File: config.mk
export PLATFORM = sky130hd
export DESIGN_NAME = selective_repeat_sender_core
export DESIGN_NICKNAME = d
export VERILOG_FILES = /design/src/srs_pkg.sv /design/src/srs_ctrl.sv /design/src/srs_dp.sv /design/src/selective_repeat_sender_core.sv
export SDC_FILE = /design/constraint.sdc
export NUM_CORES = 1
export LEC_CHECK = 0
export BUFFER_PORTS_ARGS = -buffer_cell sky130_fd_sc_hd__buf_2
export CORE_ASPECT_RATIO = 1.5
export CORE_MARGIN = 3
export CORE_UTILIZATION = 40
export CTS_BUF_LIST = sky130_fd_sc_hd__clkbuf_4 sky130_fd_sc_hd__clkbuf_8 sky130_fd_sc_hd__clkbuf_16
export DETAILED_ROUTE_END_ITERATION = 8
export PLACE_DENSITY = 0.66
export SETUP_SLACK_MARGIN = 0.02
export SYNTH_ARGS = -nofsm -noshare
export SYNTH_HDL_FRONTEND = slang
export SYNTH_HIERARCHICAL = 1
export SYNTH_SLANG_ARGS = --single-unit
File: constraint.sdc
create_clock -name clk -period 7.5 [get_ports clk]
set_clock_uncertainty 0.2 [all_clocks]
set_input_delay 1.5 -clock clk [delete_from_list [all_inputs] [get_ports clk]]
set_output_delay 1.5 -clock clk [all_outputs]
set_load 0.005 [all_outputs]
File: src/srs_pkg.sv
// ----------------------------------------------------------------------------
// Selective-repeat sender package
// Shared item codes, result codes and controller/datapath handshake structs.
// ----------------------------------------------------------------------------
package srs_pkg;

  // Kind of input item
  typedef enum logic [1:0] {
    MODE_SEND    = 2'd0,
    MODE_ACK     = 2'd1,
    MODE_TIMEOUT = 2'd2,
    MODE_NONE    = 2'd3
  } mode_t;

  // Result status codes
  typedef enum logic [2:0] {
    ST_SENT        = 3'd0,
    ST_REFUSED     = 3'd1,
    ST_ACK_TAKEN   = 3'd2,
    ST_BAD_CSUM    = 3'd3,
    ST_REDUNDANT   = 3'd4,
    ST_RETRANSMIT  = 3'd5,
    ST_TIMEOUT_IGN = 3'd6
  } status_t;

  // Commands from controller to datapath
  typedef struct packed {
    logic load_item;  // latch the accepted item
    logic exec;       // decode and update the window
    logic read_done;  // pick up retransmit payload from memory
    logic slide;      // release one acked entry at the head
    logic load_out;   // move the result into the output register
  } srs_cmd_t;

  // Status from datapath to controller
  typedef struct packed {
    logic item_nop;        // unused item kind, no result
    logic item_timeout;    // timer expiry item
    logic item_ack_taken;  // ack that goes on to the slide
    logic slide_more;      // head entry is acked and window not empty
    logic out_free;        // output register can take a result
  } srs_stat_t;

endpackage

File: src/srs_ctrl.sv
// ----------------------------------------------------------------------------
// Selective-repeat sender controller
// One-hot sequencer stepping each item through decode and, as its kind needs, read, slide and output.
// ----------------------------------------------------------------------------
module srs_ctrl (
  input  logic               clk,
  input  logic               rst,
  input  logic               in_valid,
  output logic               in_ready,
  input  srs_pkg::srs_stat_t stat,
  output srs_pkg::srs_cmd_t  cmd
);

  typedef enum logic [4:0] {
    S_IDLE  = 5'b00001,
    S_EXEC  = 5'b00010,
    S_READ  = 5'b00100,
    S_SLIDE = 5'b01000,
    S_DONE  = 5'b10000
  } state_t;

  state_t state;
  state_t state_next;

  // State register
  always_ff @(posedge clk) begin
    if (rst) begin
      state <= S_IDLE;
    end else begin
      state <= state_next;
    end
  end

  // Next state
  always_comb begin
    state_next = state;
    case (state)
      S_IDLE: begin
        if (in_valid) state_next = S_EXEC;
      end
      S_EXEC: begin
        if (stat.item_nop) state_next = S_IDLE;
        else if (stat.item_timeout) state_next = S_READ;
        else if (stat.item_ack_taken) state_next = S_SLIDE;
        else state_next = S_DONE;
      end
      S_READ: begin
        state_next = S_DONE;
      end
      S_SLIDE: begin
        if (!stat.slide_more) state_next = S_DONE;
      end
      S_DONE: begin
        if (stat.out_free) state_next = S_IDLE;
      end
      default: begin
        state_next = S_IDLE;
      end
    endcase
  end

  // Commands
  assign in_ready      = (state == S_IDLE);
  assign cmd.load_item = (state == S_IDLE) && in_valid;
  assign cmd.exec      = (state == S_EXEC) && !stat.item_nop;
  assign cmd.read_done = (state == S_READ);
  assign cmd.slide     = (state == S_SLIDE) && stat.slide_more;
  assign cmd.load_out  = (state == S_DONE) && stat.out_free;

endmodule

File: src/srs_dp.sv
// ----------------------------------------------------------------------------
// Selective-repeat sender datapath
// Window registers, payload memory, acked flags, result and output registers.
// ----------------------------------------------------------------------------
module srs_dp #(
  parameter int WINDOW_MAX   = 8,
  parameter int PAYLOAD_BITS = 32,
  parameter int SEQ_BITS     = 16,
  localparam int IW = (WINDOW_MAX > 1) ? $clog2(WINDOW_MAX) : 1,
  localparam int OW = $clog2(WINDOW_MAX + 1)
) (
  input  logic                    clk,
  input  logic                    rst,
  input  srs_pkg::srs_cmd_t       cmd,
  output srs_pkg::srs_stat_t      stat,
  // item fields
  input  srs_pkg::mode_t          in_mode,
  input  logic [PAYLOAD_BITS-1:0] in_payload,
  input  logic [SEQ_BITS-1:0]     in_ack_number,
  input  logic                    in_checksum_ok,
  input  logic [SEQ_BITS-1:0]     in_expired_seq,
  // register write/read
  input  logic                    cfg_we,
  input  logic [3:0]              cfg_wdata,
  output logic [3:0]              window_size,
  // result
  output logic                    out_valid,
  input  logic                    out_ready,
  output srs_pkg::status_t        out_status,
  output logic [SEQ_BITS-1:0]     out_packet_seq,
  output logic [PAYLOAD_BITS-1:0] out_packet_payload,
  output logic                    out_start_timer,
  output logic                    out_stop_timer,
  output logic                    out_window_full,
  output logic [OW-1:0]           out_released_count
);

  localparam int DW = (SEQ_BITS > OW) ? SEQ_BITS : OW;
  localparam int CW = (OW > 4) ? OW : 4;

  // Circular slot arithmetic: base + off, both below the window depth
  function automatic logic [IW-1:0] slot_of(input logic [IW-1:0] base,
                                            input logic [IW-1:0] off);
    logic [IW:0] sum;
    begin
      sum = {1'b0, base} + {1'b0, off};
      if (sum >= (IW+1)'(WINDOW_MAX)) sum = sum - (IW+1)'(WINDOW_MAX);
      return sum[IW-1:0];
    end
  endfunction

  // Window state
  logic [IW-1:0]           head;
  logic [OW-1:0]           occ;
  logic [SEQ_BITS-1:0]     last_seq;
  logic                    acked [WINDOW_MAX];
  logic [PAYLOAD_BITS-1:0] mem [WINDOW_MAX];
  logic [PAYLOAD_BITS-1:0] mem_q;

  // Latched item
  srs_pkg::mode_t          item_mode;
  logic [PAYLOAD_BITS-1:0] item_pay;
  logic [SEQ_BITS-1:0]     item_ackn;
  logic                    item_csok;
  logic [SEQ_BITS-1:0]     item_exps;

  // Result under construction
  srs_pkg::status_t        r_status;
  logic [SEQ_BITS-1:0]     r_seq;
  logic [PAYLOAD_BITS-1:0] r_pay;
  logic                    r_st;
  logic                    r_sp;
  logic [OW-1:0]           r_rel;

  // Decode
  logic [SEQ_BITS-1:0] head_seq;
  logic [SEQ_BITS-1:0] ack_d;
  logic [SEQ_BITS-1:0] exp_d;
  logic                ack_in;
  logic                exp_in;
  logic                ack_take;
  logic                exp_hit;
  logic [IW-1:0]       send_slot;
  logic [IW-1:0]       ack_slot;
  logic [IW-1:0]       exp_slot;
  logic [CW-1:0]       eff_win;
  logic                full;
  logic                send_ok;

  // Sequence numbers in the window run on from the head's
  assign head_seq  = last_seq - SEQ_BITS'(occ) + SEQ_BITS'(1);
  assign ack_d     = item_ackn - head_seq;
  assign exp_d     = item_exps - head_seq;
  assign ack_in    = DW'(ack_d) < DW'(occ);
  assign exp_in    = DW'(exp_d) < DW'(occ);
  assign send_slot = slot_of(head, IW'(occ));
  assign ack_slot  = slot_of(head, IW'(ack_d));
  assign exp_slot  = slot_of(head, IW'(exp_d));
  assign exp_hit   = exp_in && !acked[exp_slot];
  assign ack_take  = item_csok && (occ != '0) && !ack_d[SEQ_BITS-1];

  assign eff_win = (CW'(window_size) > CW'(WINDOW_MAX)) ? CW'(WINDOW_MAX)
                                                        : CW'(window_size);
  assign full    = CW'(occ) >= eff_win;
  assign send_ok = !full;

  // Status to controller
  assign stat.item_nop       = (item_mode == srs_pkg::MODE_NONE);
  assign stat.item_timeout   = (item_mode == srs_pkg::MODE_TIMEOUT);
  assign stat.item_ack_taken = (item_mode == srs_pkg::MODE_ACK) && ack_take;
  assign stat.slide_more     = (occ != '0) && acked[head];
  assign stat.out_free       = !out_valid || out_ready;

  // Window size register
  always_ff @(posedge clk) begin
    if (rst) begin
      window_size <= 4'd4;
    end else if (cfg_we) begin
      window_size <= cfg_wdata;
    end
  end

  // Item latch
  always_ff @(posedge clk) begin
    if (rst) begin
      item_mode <= srs_pkg::MODE_NONE;
    end else if (cmd.load_item) begin
      item_mode <= in_mode;
    end
  end

  always_ff @(posedge clk) begin
    if (cmd.load_item) begin
      item_pay  <= in_payload;
      item_ackn <= in_ack_number;
      item_csok <= in_checksum_ok;
      item_exps <= in_expired_seq;
    end
  end

  // Head, occupancy and sequence counter
  always_ff @(posedge clk) begin
    if (rst) begin
      head     <= '0;
      occ      <= '0;
      last_seq <= '0;
    end else if (cmd.exec && item_mode == srs_pkg::MODE_SEND && send_ok) begin
      occ      <= occ + OW'(1);
      last_seq <= last_seq + SEQ_BITS'(1);
    end else if (cmd.slide) begin
      head <= slot_of(head, IW'(1));
      occ  <= occ - OW'(1);
    end
  end

  // Acked flags
  always_ff @(posedge clk) begin
    if (rst) begin
      for (int i = 0; i < WINDOW_MAX; i++) acked[i] <= 1'b0;
    end else if (cmd.exec) begin
      if (item_mode == srs_pkg::MODE_SEND && send_ok) acked[send_slot] <= 1'b0;
      if (item_mode == srs_pkg::MODE_ACK && ack_take && ack_in) acked[ack_slot] <= 1'b1;
    end else if (cmd.slide) begin
      acked[head] <= 1'b0;
    end
  end

  // Payload memory: one write port, one registered read port
  always_ff @(posedge clk) begin
    if (cmd.exec && item_mode == srs_pkg::MODE_SEND && send_ok) begin
      mem[send_slot] <= item_pay;
    end
  end

  always_ff @(posedge clk) begin
    if (cmd.exec) begin
      mem_q <= mem[exp_slot];
    end
  end

  // Result registers
  always_ff @(posedge clk) begin
    if (cmd.exec) begin
      r_pay <= '0;
      r_st  <= 1'b0;
      r_sp  <= 1'b0;
      r_rel <= '0;
      r_seq <= '0;
      case (item_mode)
        srs_pkg::MODE_SEND: begin
          if (send_ok) begin
            r_status <= srs_pkg::ST_SENT;
            r_seq    <= last_seq + SEQ_BITS'(1);
            r_pay    <= item_pay;
            r_st     <= 1'b1;
          end else begin
            r_status <= srs_pkg::ST_REFUSED;
          end
        end
        srs_pkg::MODE_ACK: begin
          r_seq <= item_ackn;
          if (!item_csok) r_status <= srs_pkg::ST_BAD_CSUM;
          else if (!ack_take) r_status <= srs_pkg::ST_REDUNDANT;
          else begin
            r_status <= srs_pkg::ST_ACK_TAKEN;
            r_sp     <= ack_in;
          end
        end
        default: begin
          r_seq    <= item_exps;
          r_st     <= exp_hit;
          r_status <= exp_hit ? srs_pkg::ST_RETRANSMIT : srs_pkg::ST_TIMEOUT_IGN;
        end
      endcase
    end else if (cmd.read_done) begin
      if (r_st) r_pay <= mem_q;
    end else if (cmd.slide) begin
      r_rel <= r_rel + OW'(1);
    end
  end

  // Output register
  always_ff @(posedge clk) begin
    if (rst) begin
      out_valid <= 1'b0;
    end else if (cmd.load_out) begin
      out_valid <= 1'b1;
    end else if (out_ready) begin
      out_valid <= 1'b0;
    end
  end

  always_ff @(posedge clk) begin
    if (cmd.load_out) begin
      out_status         <= r_status;
      out_packet_seq     <= r_seq;
      out_packet_payload <= r_pay;
      out_start_timer    <= r_st;
      out_stop_timer     <= r_sp;
      out_window_full    <= full;
      out_released_count <= r_rel;
    end
  end

endmodule

File: src/selective_repeat_sender_core.sv
// ----------------------------------------------------------------------------
// Selective-repeat ARQ sender core
// Send window with sequence numbering, ack sliding and timeout retransmit.
// ----------------------------------------------------------------------------
// Usage:
//   s_axis carries one item per handshake: a send, an ack or a timer expiry,
//   selected by tuser. m_axis returns one result item per input item (the
//   unused fourth kind gives none). The APB port holds window_size at
//   address 0; write it only while the core is idle.
//   Items are handled one at a time by the sequencer. From acceptance the
//   result reaches the output register after the decode step for a send, a
//   refused send or a dropped ack, after decode and a payload memory read
//   for a timer expiry, and after decode and the slide for a taken ack that
//   releases entries (one entry per cycle off the head). The next item is
//   taken once the result has moved into the output register; an item of
//   the unused kind returns to idle straight after decode.
//   A stalled receiver holds the result in the output register; the core
//   still takes the next item and parks its result until the register frees.
//   Reset empties the window, restarts numbering at 1, sets window_size to 4
//   and drops any pending result.
// ----------------------------------------------------------------------------
module selective_repeat_sender_core #(
  parameter int WINDOW_MAX   = 8,
  parameter int PAYLOAD_BITS = 32,
  parameter int SEQ_BITS     = 16,
  localparam int OW  = $clog2(WINDOW_MAX + 1),
  localparam int IFW = PAYLOAD_BITS + 2 * SEQ_BITS,
  localparam int IDW = ((IFW + 7) / 8) * 8,
  localparam int OFW = SEQ_BITS + PAYLOAD_BITS + 3 + OW,
  localparam int ODW = ((OFW + 7) / 8) * 8
) (
  input  logic           clk,
  input  logic           rst,
  // input items
  input  logic           s_axis_tvalid,
  output logic           s_axis_tready,
  input  logic [IDW-1:0] s_axis_tdata,   // payload, ack_number, expired_seq
  input  logic [2:0]     s_axis_tuser,   // mode[1:0], checksum_ok
  // result items
  output logic           m_axis_tvalid,
  input  logic           m_axis_tready,
  output logic [ODW-1:0] m_axis_tdata,   // packet_seq, packet_payload,
                                         // start_timer, stop_timer,
                                         // window_full, released_count
  output logic [2:0]     m_axis_tuser,   // status
  // configuration
  input  logic           psel,
  input  logic           penable,
  input  logic           pwrite,
  input  logic [1:0]     paddr,
  input  logic [31:0]    pwdata,
  output logic [31:0]    prdata,
  output logic           pready
);

  srs_pkg::srs_cmd_t       cmd;
  srs_pkg::srs_stat_t      stat;
  srs_pkg::status_t        o_status;
  logic [SEQ_BITS-1:0]     o_seq;
  logic [PAYLOAD_BITS-1:0] o_pay;
  logic                    o_st;
  logic                    o_sp;
  logic                    o_full;
  logic [OW-1:0]           o_rel;
  logic [3:0]              window_size;
  logic                    cfg_we;
  logic [OFW-1:0]          o_fields;

  // APB register access
  assign pready = 1'b1;
  assign cfg_we = psel && penable && pwrite && (paddr == 2'd0);
  assign prdata = (paddr == 2'd0) ? {28'd0, window_size} : 32'd0;

  srs_ctrl u_ctrl (
    .clk      (clk),
    .rst      (rst),
    .in_valid (s_axis_tvalid),
    .in_ready (s_axis_tready),
    .stat     (stat),
    .cmd      (cmd)
  );

  srs_dp #(
    .WINDOW_MAX   (WINDOW_MAX),
    .PAYLOAD_BITS (PAYLOAD_BITS),
    .SEQ_BITS     (SEQ_BITS)
  ) u_dp (
    .clk                (clk),
    .rst                (rst),
    .cmd                (cmd),
    .stat               (stat),
    .in_mode            (srs_pkg::mode_t'(s_axis_tuser[1:0])),
    .in_payload         (s_axis_tdata[PAYLOAD_BITS-1:0]),
    .in_ack_number      (s_axis_tdata[PAYLOAD_BITS +: SEQ_BITS]),
    .in_checksum_ok     (s_axis_tuser[2]),
    .in_expired_seq     (s_axis_tdata[PAYLOAD_BITS + SEQ_BITS +: SEQ_BITS]),
    .cfg_we             (cfg_we),
    .cfg_wdata          (pwdata[3:0]),
    .window_size        (window_size),
    .out_valid          (m_axis_tvalid),
    .out_ready          (m_axis_tready),
    .out_status         (o_status),
    .out_packet_seq     (o_seq),
    .out_packet_payload (o_pay),
    .out_start_timer    (o_st),
    .out_stop_timer     (o_sp),
    .out_window_full    (o_full),
    .out_released_count (o_rel)
  );

  // Result packing, first field lowest
  assign o_fields     = {o_rel, o_full, o_sp, o_st, o_pay, o_seq};
  assign m_axis_tdata = ODW'(o_fields);
  assign m_axis_tuser = o_status;

endmodule

# == Word level (Yosys, flattened, before mapping) ==
# Memory sizes are Yosys's and may differ from the RTL's. A register that Yosys moved wholly into a read port is not among the register bits.
# Cells that the tools add are included.
# op_classes
reduce_logical,37
n_lt_le_gt_ge,8
n_bitwise,2
n_addsub,16
n_mux,58
eq_ne,11
# op_table
operator,n
32-bit 2-to-1 mux,5
3-bit 2-to-1 mux,11
"16-bit by 1-bit adder with 16-bit output, second input constant",2
16-bit by 4-bit less-than comparator with 1-bit output,2
16-bit case mux with 2 select lines,1
16-bit subtractor,2
5-bit 2-to-1 mux,6
1-bit 2-to-1 mux,26
5-bit case mux with 5 select lines,1
"4-bit >= comparator, second input constant",4
1-bit logical AND,16
16-bit 2-to-1 mux,1
4-bit 2-to-1 mux,4
16-bit by 4-bit subtractor with 16-bit output,1
3-bit by 3-bit adder with 4-bit output,3
"3-bit by 1-bit subtractor with 3-bit output, second input constant",4
"4-bit by 1-bit adder with 4-bit output, second input constant",2
2-bit nonzero test,4
3-bit case mux with 2 select lines,1
2-bit AND reduction,3
3-bit AND reduction,2
"5-bit by 1-bit equality test with 1-bit output, second input constant",1
"5-bit by 2-bit equality test with 1-bit output, second input constant",1
"5-bit by 3-bit equality test with 1-bit output, second input constant",1
other kinds (18),28
# word_totals
memories,2
register_bits,215
inputBits,108
elab_cells,158
ram_bits,264
# mem_list
name,words,word_bits,rd,rd_clocked_by_memory_dff,wr,line_no,source
u_dp.mem,8,32,1,1,1,srs_dp.sv:57,logic [PAYLOAD_BITS-1:0] mem [WINDOW_MAX];
u_dp.acked,8,1,2,1,8,srs_dp.sv:56,logic acked [WINDOW_MAX];

# == Logic depth before layout (Yosys ltp) ==
# Gate-level depths: netlist of the first run.
# logic_depth
depth_word,14
depth_mapped,22
ltp_nobuf,22

# == By module ==
# The synthesis of the first run kept the hierarchy.
# modules_own_cells
mod,cells_each,seq_area_each_um2,n_inst,area_each_um2
srs_dp,1466,14914.3,1,22237.6
srs_ctrl,37,100.1,1,314.1
selective_repeat_sender_core,41,0.0,1,300.3

# == Least setup slack after synthesis of the first run ==
# No wires, ideal clock.
# synth_timing
path_kind,flip-flop to flip-flop
startpoint,reg u_dp.item_mode[0]
endpoint,"mem u_dp.mem[0][0], enable pin"
path_slack_ns,0.339
n_path_buf,5
period_less_slack_ns,7.161
arrival_ns,6.460
stages_incl_launch_ff,13
setup_time_ns,0.501
required_ns,6.799
path_cell_list,dfxtp_1 clkbuf_1 buf_1 and2_1 or3b_1 or4_4 inv_2 and2_1 clkbuf_1 inv_1 clkbuf_1 clkbuf_1 nor4_1
# synth_lines
element,line_no,source
from (decl),srs_dp.sv:61,srs_pkg::mode_t item_mode;
from (signal assigned),srs_dp.sv:126,item_mode <= srs_pkg::MODE_NONE;
from (signal assigned),srs_dp.sv:128,item_mode <= in_mode;
to (decl),srs_dp.sv:57,

==> impl_metrics.yaml, run 1 <==
clocking:
  clockBufferDepth: 3
  cts_tree: "built"
  clock_latency_ns: 0.59
  cts_resized: 0
  clkTransAtPathRegs_ns: 0.06
  ctsHtreeMaxLevel: 2
  cts_hold_buf: 0
  cts_sinks: 514
  cts_setup_buffers: 0
  cts_buffers: 51
  cts_root_buf: "clkbuf_16"
timing:
  fin_crit_sh_pct: 87.7
  setup_viol: 0
  tightest_slew_ns: 1.06
  period_needed_ns: 6.58
  max_freq_ghz: 0.152
  rsz0062_at_grt: "no"
  relSlewSlack_pct: 29.6
  hold_violations: 0
  slew_violations: 0
  setup-tns-final_ns: 0
worst_setup_path:
  critPathKind: "register to register"
  critPathArrivalTime_ns: 6.68
  worstSetupStartpointType: "register"
  worst_ep_required_time_ns: 7.60
  timing.rr.end: "u_dp/acked[4]"
  r2r_start: "u_dp/occ[2]"
  rrSetupSlack_ns: 0.92
  worst-path-max-fanout: 8
  crit_path_end_kind: "register"
  startpoint: "u_dp/occ[2]"
  r2r_cells: 19
finish:
  final_common_cell: "edfxtp_1"
  n_antenna_cell: 0
  fin_cells: 2492
  multi_input_area_um2: 7170
  num-fill-cells: 4901
  nets: 1875
  drive_gt1_share_pct: 22.6
  final_util_pct: 46.6
  final_cell_mix: "edfxtp_1, buf_2, nand2_1"
  register_area_um2: 15000
  syn_to_final_growth_pct: 14.4
floorplanning:
  initial_utilization_pct: 40.7
  die_h_um: 299
  die_area_um2: 60100
  core_um2: 56100
  io_pins: 202
  die_w_um: 201
  rows: 106
grt:
  grt_pass1_wl_um: 79200
  grt_max_degree: 76
  grt_pass1_vias: 13700
  antenna_found_initial: 0
  track_usage_pct: 16.9
  grt.overflow.total: 0
route:
  drt-initial-drc-count: 880
  viasPerCell: 5.30
  drtAntennaViolNets: 0
  dr.pass1.iters: 5
  wl_per_cell_um: 20.5
  drc: 0
  wl_um: 51100
  num_vias: 13200
yosys:
  ys_types: 89
  synth_cells: 1544
  ys_seq_elements: 514
  syn_area_per_cell_um2: 14.8
  synth-edff-count: 472
  yosys_warnings: 6
  ys.flop_type: "edfxtp_1"
  yosysSeqAreaShare_pct: 65.7
  async_flop_share_pct: 0
  synth_area_um2: 22900
worst_hold_path:
  holdPathStages: 0
  holdPathEnd: "u_dp/out_packet_payload[18]"
  worstHoldStart: "u_dp/r_pay[18]"
  worstHoldPathType: "register to register"
pwr:
  peakVddDrop_mv: 0.175
  p_total_w: 0.00625
  leakagePower_nw: 9.23
  powerDensity_nw_per_um2: 239
job:
  maxCapViolations: 0
placed_design:
  dp_hpwl_um: 32000
  port_buffers: 143
  dp_cells: 2398
  routabilityCongestion: 0.842
run_status:
  status: "complete, no violations"
sequential cells by signal, indices dropped and copies added (netlist names), 5 cells and up, named ones only:
signal and cells:
u_dp/item_pay 32, u_dp/item_ackn 16, u_ctrl/state 5, u_dp/last_seq 16
u_dp/item_exps 16, u_dp/out_packet_seq 16, u_dp/acked 8, u_dp/mem 256
u_dp/mem_q 32, u_dp/r_pay 32, u_dp/out_packet_payload 32, u_dp/r_seq 16
report_power, final:
group / leakage, nW / switching [W] / internal, W
registers: 4.64 / 0.0000474 / 0.00318
logic: 3.74 / 0.000214 / 0.000183
clock network: 0.858 / 0.00107 / 0.00155
cell type report:
| type | count | area share [%] |
|---|---|---|
| sequential | 514 | 57.4 |
| tap | 756 | 3.62 |
| multi-input combinational | 867 | 27.4 |
| inverter | 98 | 1.42 |
| timing repair buffer | 163 | 3.41 |
| clock inverter | 26 | 1.25 |
| clock buffer | 68 | 5.46 |
per-stage QoR:
stage                     instance area [um2]  hold slack [ns]  setup WS, ns
after floorplan                         23000            0.200         0.339
after global placement                  24400            0.202          1.15
after detailed placement                24400            0.205         0.965
after CTS                               26100            0.217         0.941
after global routing                    26100            0.218         0.541
final                                   26100            0.216         0.920
cell usage after synthesis (all sizes together) (33+ instances only):
master  number  area share [%]
xnor2       42             1.6
edfxtp     472              62
nand2      100             1.6
o21ai       69             1.5
inv         98             1.6
buf         47             1.3
mux2        33             1.6
clkbuf      46            0.77
a21oi       53             1.2
nor2        70             1.2
dfxtp       42             3.7
ha          65             3.6
mux4        68             6.7
layer usage:
layer | share of wire [%] | track usage, % | wire length, um
met5 | 0 | 0 | 0
met4 | 3.1 | 5.59 | 1570
met2 | 53 | 31.3 | 27000
met3 | 5.4 | 2.76 | 2780
met1 | 39 | 20.0 | 19800
critical path, stage by stage (launching register included):
cell and delay [ns]:
dfxtp_1 0.43, inv_1 0.14, ha_1 0.36, ha_1 0.32, a21o_1 0.24, a21oi_1 0.19
xor2_1 0.27, ha_1 0.31, or2_2 0.15, a21oi_1 0.06, a31oi_1 0.36, a211oi_2 0.16
o41ai_1 0.69, maj3_2 0.40, a221oi_2 0.09, xnor2_1 0.41, nor2_1 0.19, and4b_1 0.28
a221oi_1 0.88, o31ai_1 0.17
kinds of logic (layout without fill, tap and decap cells):
family / count (synthesis) / count (layout) / synth area share, %
and+or+nand+nor: 328 / 328 / 7.25
xor gates and xnor gates: 63 / 63 / 2.60
DFF: 514 / 514 / 65.7
adders and majority gates: 75 / 75 / 4.31
muxes: 114 / 114 / 8.90
buffers and inverters: 191 / 355 / 3.71
other: 2 / 30 / 0.0329
AOI/OAI and AO/OA: 257 / 257 / 7.50
how the worst max path moves through the flow:
stage | end | slack, ns | depth (start not counted)
finish | u_dp/acked[4] | 0.92 | 19
global route | u_dp/acked[5] | 0.54 | 19
CTS | u_dp/acked[4] | 0.94 | 19
detailed placement | u_dp/acked[4] | 0.96 | 19
global placement | u_dp/acked[3] | 1.15 | 18
floorplan | u_dp/mem[0][0] | 0.34 | 12
(Power assumes the default switching activity.)
==> run 2: changes to the inputs <==
--- a/config.mk
+++ b/config.mk
@@ -11,9 +11,8 @@
 export CORE_UTILIZATION = 40
 export CTS_BUF_LIST = sky130_fd_sc_hd__clkbuf_4 sky130_fd_sc_hd__clkbuf_8 sky130_fd_sc_hd__clkbuf_16
 export DETAILED_ROUTE_END_ITERATION = 8
-export PLACE_DENSITY = 0.66
+export PLACE_DENSITY = 0.67
 export SETUP_SLACK_MARGIN = 0.02
 export SYNTH_ARGS = -nofsm -noshare
 export SYNTH_HDL_FRONTEND = slang
-export SYNTH_HIERARCHICAL = 1
 export SYNTH_SLANG_ARGS = --single-unit
==> run 2 against run 1 <==
  * Sequential share of layout area is 0.60 points higher
  * Combinational power is 1% lower
  * Via count is 2.3% lower
  * Sequential power hardly changed
  * Core utilization is 0.26 points lower
  * Setup slack worse by 0.43 ns
  * Final area is 1.0% lower
  * Largest cell class unchanged
==> impl_metrics.yaml, run 2 <==
timing:
  hold_violations: 0
  setup_viol: 0
  relSlewSlack_pct: 34.5
  max_freq_ghz: 0.143
  setup_slack_ns: 0.493
  fin_crit_sh_pct: 93.4
  slew_violations: 0
  rsz0062_at_grt: "no"
  tightest_slew_ns: 0.983
  period_needed_ns: 7.01
  setup-tns-final_ns: 0
worst_setup_path:
  worst-path-max-fanout: 6
  rrSetupSlack_ns: 0.49
  worst_ep_required_time_ns: 7.58
  timing.rr.end: "u_dp.acked[4]"
  crit_path_end_kind: "register"
  critPathArrivalTime_ns: 7.09
  slowest_stage: "or4b_2"
  critPathKind: "register to register"
  r2r_cells: 23
  cpPeakStageDelay_ns: 0.67
  worstSetupStartpointType: "register"
  critical_path.cell_chain: "inv_1, ha_1, ha_1, a21o_1, a22o_1, o221ai_1, a21oi_1, o21ai_0, nand2b_1, xnor2_1, ha_1, inv_1, a21oi_1, o21ai_0, a21oi_1, nand4_1, or4b_2, a2111oi_2, o2111ai_2, or4b_4, or3_1, o311a_4, o31ai_1"
  r2r_start: "u_dp.occ[2]"
clocking:
  ctsHtreeMaxLevel: 2
  cts_resized: 0
  cts_buffers: 49
  clkTransAtPathRegs_ns: 0.06
  clock_latency_ns: 0.63
  clockBufferDepth: 3
  cts_sinks: 514
  cts_setup_buffers: 0
  cts_hold_buf: 0
  cts_tree: "built"
  cts_root_buf: "clkbuf_16"
placed_design:
  dp_hpwl_um: 31100
  port_buffers: 143
  place_ws_ns: 0.373
  routabilityCongestion: 0.873
yosys:
  synth_compound_area_share_pct: 7.92
  synth-edff-count: 472
  async_flop_share_pct: 0
  ys_top_cells_by_area: "edfxtp_1, mux4_2, dfxtp_1"
  yosysSeqAreaShare_pct: 66.5
  ys_seq_elements: 514
  synth_cells: 1443
  synth.area.mux_share_pct: 9.00
  yosys_warnings: 0
  synthAdderAreaFrac_pct: 4.49
  synth_top_family_by_area: "multiplexers"
  synth_area_um2: 22600
  synth_commonest_cells: "edfxtp_1, nor2_1, inv_1"
  ys_types: 87
  yosysMostFrequentCell: "edfxtp_1"
  netlist.area_leader.share_pct: 62.8
  synth-xor-area-share_pct: 2.83
  yosys.area.top_type: "edfxtp_1"
  ys.flop_type: "edfxtp_1"
  syn_area_per_cell_um2: 15.6
  synth-simple-area-share_pct: 6.02
worst_hold_path:
  worstHoldStart: "u_dp.r_pay[0]"
  holdPathStages: 0
  holdPathEnd: "u_dp.out_packet_payload[0]"
  worstHoldPathType: "register to register"
route:
  drc: 0
  num_vias: 12900
  drt-initial-drc-count: 870
  wl_um: 50500
  drtAntennaViolNets: 0
  viasPerCell: 5.38
  wl_per_cell_um: 21.0
  dr.pass1.iters: 5
grt:
  grt.overflow.total: 0
  grt_max_degree: 65
  antenna_found_initial: 1
  grt_pass1_vias: 13300
  track_usage_pct: 16.8
  grt_pass1_wl_um: 76900
finish:
  largest_reg_flops: 256
  regMostFlops: "u_dp.mem"
  final_util_pct: 46.3
  syn_to_final_growth_pct: 14.6
  nets: 1784
  final_cell_mix: "edfxtp_1, buf_2, mux4_2"
  final_common_cell: "edfxtp_1"
  drive_gt1_share_pct: 24.1
run_status:
  status: "complete, no violations"
pwr:
  peakVddDrop_mv: 0.194
  powerDensity_nw_per_um2: 237
  leakagePower_nw: 9.05
floorplanning:
  initial_utilization_pct: 40.4
  core_um2: 55800
  die_w_um: 200
  die_area_um2: 59400
  rows: 106
  io_pins: 202
  die_h_um: 297
job:
  maxCapViolations: 0
## run 2: changes by cell type after synthesis, sizes merged, moves of 9 or more
cell,previous run,this run
nand2,100,57
o21ai,69,38
a22o,2,33
nand4,5,15
nor3,26,17
a21oi,53,63
inv,98,69
## run 2: area by class of cell
class	instances	area, um2
timing repair buffer	167	896
fill	4769	30000
tap	756	946
clock buffer	59	1310
sequential	514	15000
multi-input combinational	802	7090
clock inverter	33	358
inverter	70	264
antenna	1	2.50
## run 2: how the worst max path moves through the flow
stage / start / end / slack, ns / cells after the start
2_1_floorplan: u_dp.occ[2] / u_dp.acked[4] / 1.46 / 24
3_3_place_gp: u_dp.occ[2] / u_dp.acked[4] / 0.44 / 23
3_5_place_dp: u_dp.occ[2] / u_dp.acked[4] / 0.37 / 23
4_1_cts: u_dp.occ[2] / u_dp.acked[4] / 0.33 / 23
5_1_grt: u_dp.occ[2] / u_dp.acked[4] / 0.18 / 23
6_report: u_dp.occ[2] / u_dp.acked[4] / 0.49 / 23
## run 2: kinds of logic after synthesis
group,count (synthesis)
AO/OA/AOI/OAI,246
adder cells (fa/ha/maj),78
buffers and inverters,155
XOR/XNOR,69
flip-flops,514
multiplexers,114
other,2
AND/OR/NAND/NOR,265
## run 2: metal layers
layer	vias up	wire length [um]	GRT usage (%)
li1	5881	-	-
met1	6489	19600	20.4
met2	442	26300	29.9
met3	105	2730	2.55
met4	0	1790	6.24
met5	-	0	0
## run 2: worst max-delay path, delay by kind of cell (launching register included)
family,cells,cell delay [ns]
compound gates,12,2.69
simple gates,5,1.91
fa+ha+maj,3,1.05
flops,1,0.45
buf+inv,2,0.22
xor+xnor,1,0.15
## run 2: where the power goes
group | leakage (nW) | total [W] | internal [W] | switching, W
logic | 3.61 | 0.000392 | 0.000175 | 0.000216
clock network | 0.818 | 0.00252 | 0.00143 | 0.00108
registers | 4.62 | 0.00322 | 0.00317 | 0.0000442
total | 9.05 | 0.00613 | 0.00478 | 0.00134
## run 2: per-stage QoR
step	area, um2	std cells	hold WS [ns]	power (W)
floorplan	22700	1471	0.200	0.00355
global placement	24200	2309	0.204	0.00366
detailed placement	24200	2309	0.205	0.00367
CTS	25900	2401	0.218	0.00620
global route	25900	2401	0.214	0.00636
finish	25900	2402	0.213	0.00613
==> run 3: changes to the inputs <==
--- a/config.mk
+++ b/config.mk
@@ -8,10 +8,10 @@
 export BUFFER_PORTS_ARGS = -buffer_cell sky130_fd_sc_hd__buf_2
 export CORE_ASPECT_RATIO = 1.5
 export CORE_MARGIN = 3
-export CORE_UTILIZATION = 40
+export CORE_UTILIZATION = 54
 export CTS_BUF_LIST = sky130_fd_sc_hd__clkbuf_4 sky130_fd_sc_hd__clkbuf_8 sky130_fd_sc_hd__clkbuf_16
 export DETAILED_ROUTE_END_ITERATION = 8
-export PLACE_DENSITY = 0.67
+export PLACE_DENSITY = 0.83
 export SETUP_SLACK_MARGIN = 0.02
 export SYNTH_ARGS = -nofsm -noshare
 export SYNTH_HDL_FRONTEND = slang
==> run 3 against run 2 <==
  * Non-clock buffer count grew 1
  * First-iteration DRC count grew 57%
  * Via count grew 1.7%
  * Clock power grew 3%
  * Worst hold slack gained 0.0017 ns
  * Die area shrank 25%
  * Count of clock-buffer cells in the layout shrank 6
  * Sequential power is essentially flat
  * Combinational power shrank 1%
  * Sequential share of layout area grew 0.48 points
  * Total power grew 1.2%
  * Register-to-register slack lost 0.04 ns
  * Highest routed layer unchanged
==> impl_metrics.yaml, run 3 (same netlist as run 2, synthesis figures left out) <==
run_status:
  status: "complete, no violations"
pwr:
  leakagePower_nw: 9.07
  powerDensity_nw_per_um2: 242
  peakVddDrop_mv: 0.217
timing:
  setup_viol: 0
  relSlewSlack_pct: 30.3
  fin_crit_sh_pct: 94.0
  max_freq_ghz: 0.142
  hold_violations: 0
  rsz0062_at_grt: "no"
  setup-tns-final_ns: 0
  period_needed_ns: 7.05
  tightest_slew_ns: 1.04
  slew_violations: 0
floorplanning:
  initial_utilization_pct: 54.8
  die_h_um: 256
  io_pins: 202
  die_w_um: 173
  core_um2: 41200
  die_area_um2: 44400
  rows: 91
worst_setup_path:
  worstSetupStartpointType: "register"
  worst_ep_required_time_ns: 7.55
  critPathKind: "register to register"
  slowest_stage: "or4b_2"
  critPathArrivalTime_ns: 7.10
  worst-path-max-fanout: 6
  cpPeakStageDelay_ns: 0.66
  crit_path_end_kind: "register"
  critical_path.cell_chain: "inv_1, ha_1, ha_1, a21o_1, a22o_1, o221ai_2, a21oi_1, o21ai_0, nand2b_1, xnor2_1, ha_1, inv_1, a21oi_1, o21ai_0, a21oi_1, nand4_1, or4b_2, a2111oi_1, o2111ai_1, or4b_4, or3_1, o311a_4, o31ai_1"
route:
  dr_wl_met3_um: 3120
  viasPerCell: 5.97
  dr_wl_met2_um: 27200
  num_vias: 13100
  wl_per_cell_um: 22.9
  dr.pass1.iters: 5
  drt-initial-drc-count: 1363
  highest_layer: "met4"
  drtAntennaViolNets: 0
  met1Wirelength_um: 18400
  drc: 0
  wl_um: 50400
placed_design:
  dp_hpwl_um: 31000
  dp_cells: 2112
  port_buffers: 143
  routabilityCongestion: 0.899
worst_hold_path:
  worstHoldPathType: "register to register"
clocking:
  cts_tree: "built"
  clkTransAtPathRegs_ns: 0.07
  clock_latency_ns: 0.58
  cts_hold_buf: 0
  cts_root_buf: "clkbuf_16"
  cts_sinks: 514
  clockBufferDepth: 3
  cts_buffers: 47
  ctsHtreeMaxLevel: 2
grt:
  grt_pass1_wl_um: 77800
  track_usage_pct: 22.6
  grt_max_degree: 65
  grt_pass1_vias: 13700
  antenna_found_initial: 1
  grt.overflow.total: 0
finish:
  final_cell_mix: "edfxtp_1, buf_2, mux4_2"
  n_antenna_cell: 0
  largest_reg_flops: 256
  syn_to_final_growth_pct: 13.7
  nets: 1783
  drive_gt1_share_pct: 24.4
  fin_cells: 2199
  regMostFlops: "u_dp.mem"
  final_common_cell: "edfxtp_1"
job:
  maxCapViolations: 0
==> run 3: cell count changes in the layout (fill, tap and decap cells not counted), moves of 2 or more <==
cell	delta
bufinv_16	+4
clkbuf_16	-2
clkbuf_4	-5
clkinv_1	-9
clkinv_4	+2
clkinv_8	+2
clkinvlp_4	+2
==> run 3: cell type report <==
type / instances / area, um2
fill: 2978 / 15500
multi-input combinational: 802 / 7070
tap: 558 / 698
clock inverter: 34 / 484
timing repair buffer: 168 / 903
inverter: 70 / 263
sequential: 514 / 15000
clock buffer: 53 / 1230
==> run 3: worst paths after layout <==
check / start / to / slack, ns / cells past startpoint
setup / recovery: u_dp.occ[2] / u_dp.acked[4] / 0.45 / 23
hold / removal: u_dp.r_pay[4] / u_dp.out_packet_payload[4] / 0.21 / 0
hold reg to reg: u_dp.r_pay[4] / u_dp.out_packet_payload[4] / 0.21 / 0
setup reg to reg: u_dp.occ[2] / u_dp.acked[4] / 0.45 / 23
==> run 3: worst max-delay path: cells and delay by family (launching register included) <==
kind / cells / cell delay [ns]
AOI/OAI and AO/OA: 12 / 2.76
xor gates and xnor gates: 1 / 0.16
adders and majority gates: 3 / 1.01
buffers and inverters: 2 / 0.20
DFF: 1 / 0.44
and+or+nand+nor: 5 / 1.95
==> run 3: metrics by stage <==
stage | setup WS (ns) | total power (W) | util [%] | hold WS [ns] | area, um2
4_1_cts | 0.322 | 0.00624 | 62.2 | 0.219 | 25700
2_1_floorplan | 1.46 | 0.00355 | - | 0.200 | 22700
5_1_grt | 0.0651 | 0.00640 | 62.3 | 0.227 | 25700
6_report | 0.449 | 0.00620 | 62.3 | 0.214 | 25700
3_3_place_gp | 0.544 | 0.00365 | 58.1 | 0.202 | 23900
3_5_place_dp | 0.338 | 0.00367 | 58.1 | 0.205 | 23900
==> run 3: timing repair <==
item / 4_1_cts / 5_1_grt
resized for setup: 0 / 4
hold endpoints to repair: 0 / 0
setup endpoints to repair: 0 / 16
setup buffers: 0 / 0
==> run 3: power by group <==
group | switching (W) | total, W | internal [W]
Clock | 0.00107 | 0.00259 | 0.00152
Combinational | 0.000212 | 0.000388 | 0.000176
Sequential | 0.0000510 | 0.00322 | 0.00317
==> run 3: layer usage <==
| metal | vias to the layer above | GRT usage (%) |
|---|---|---|
| met5 | - | 0 |
| li1 | 5870 | - |
| met4 | 0 | 8.95 |
| met2 | 593 | 41.4 |
| met1 | 6566 | 26.9 |
| met3 | 107 | 3.04 |
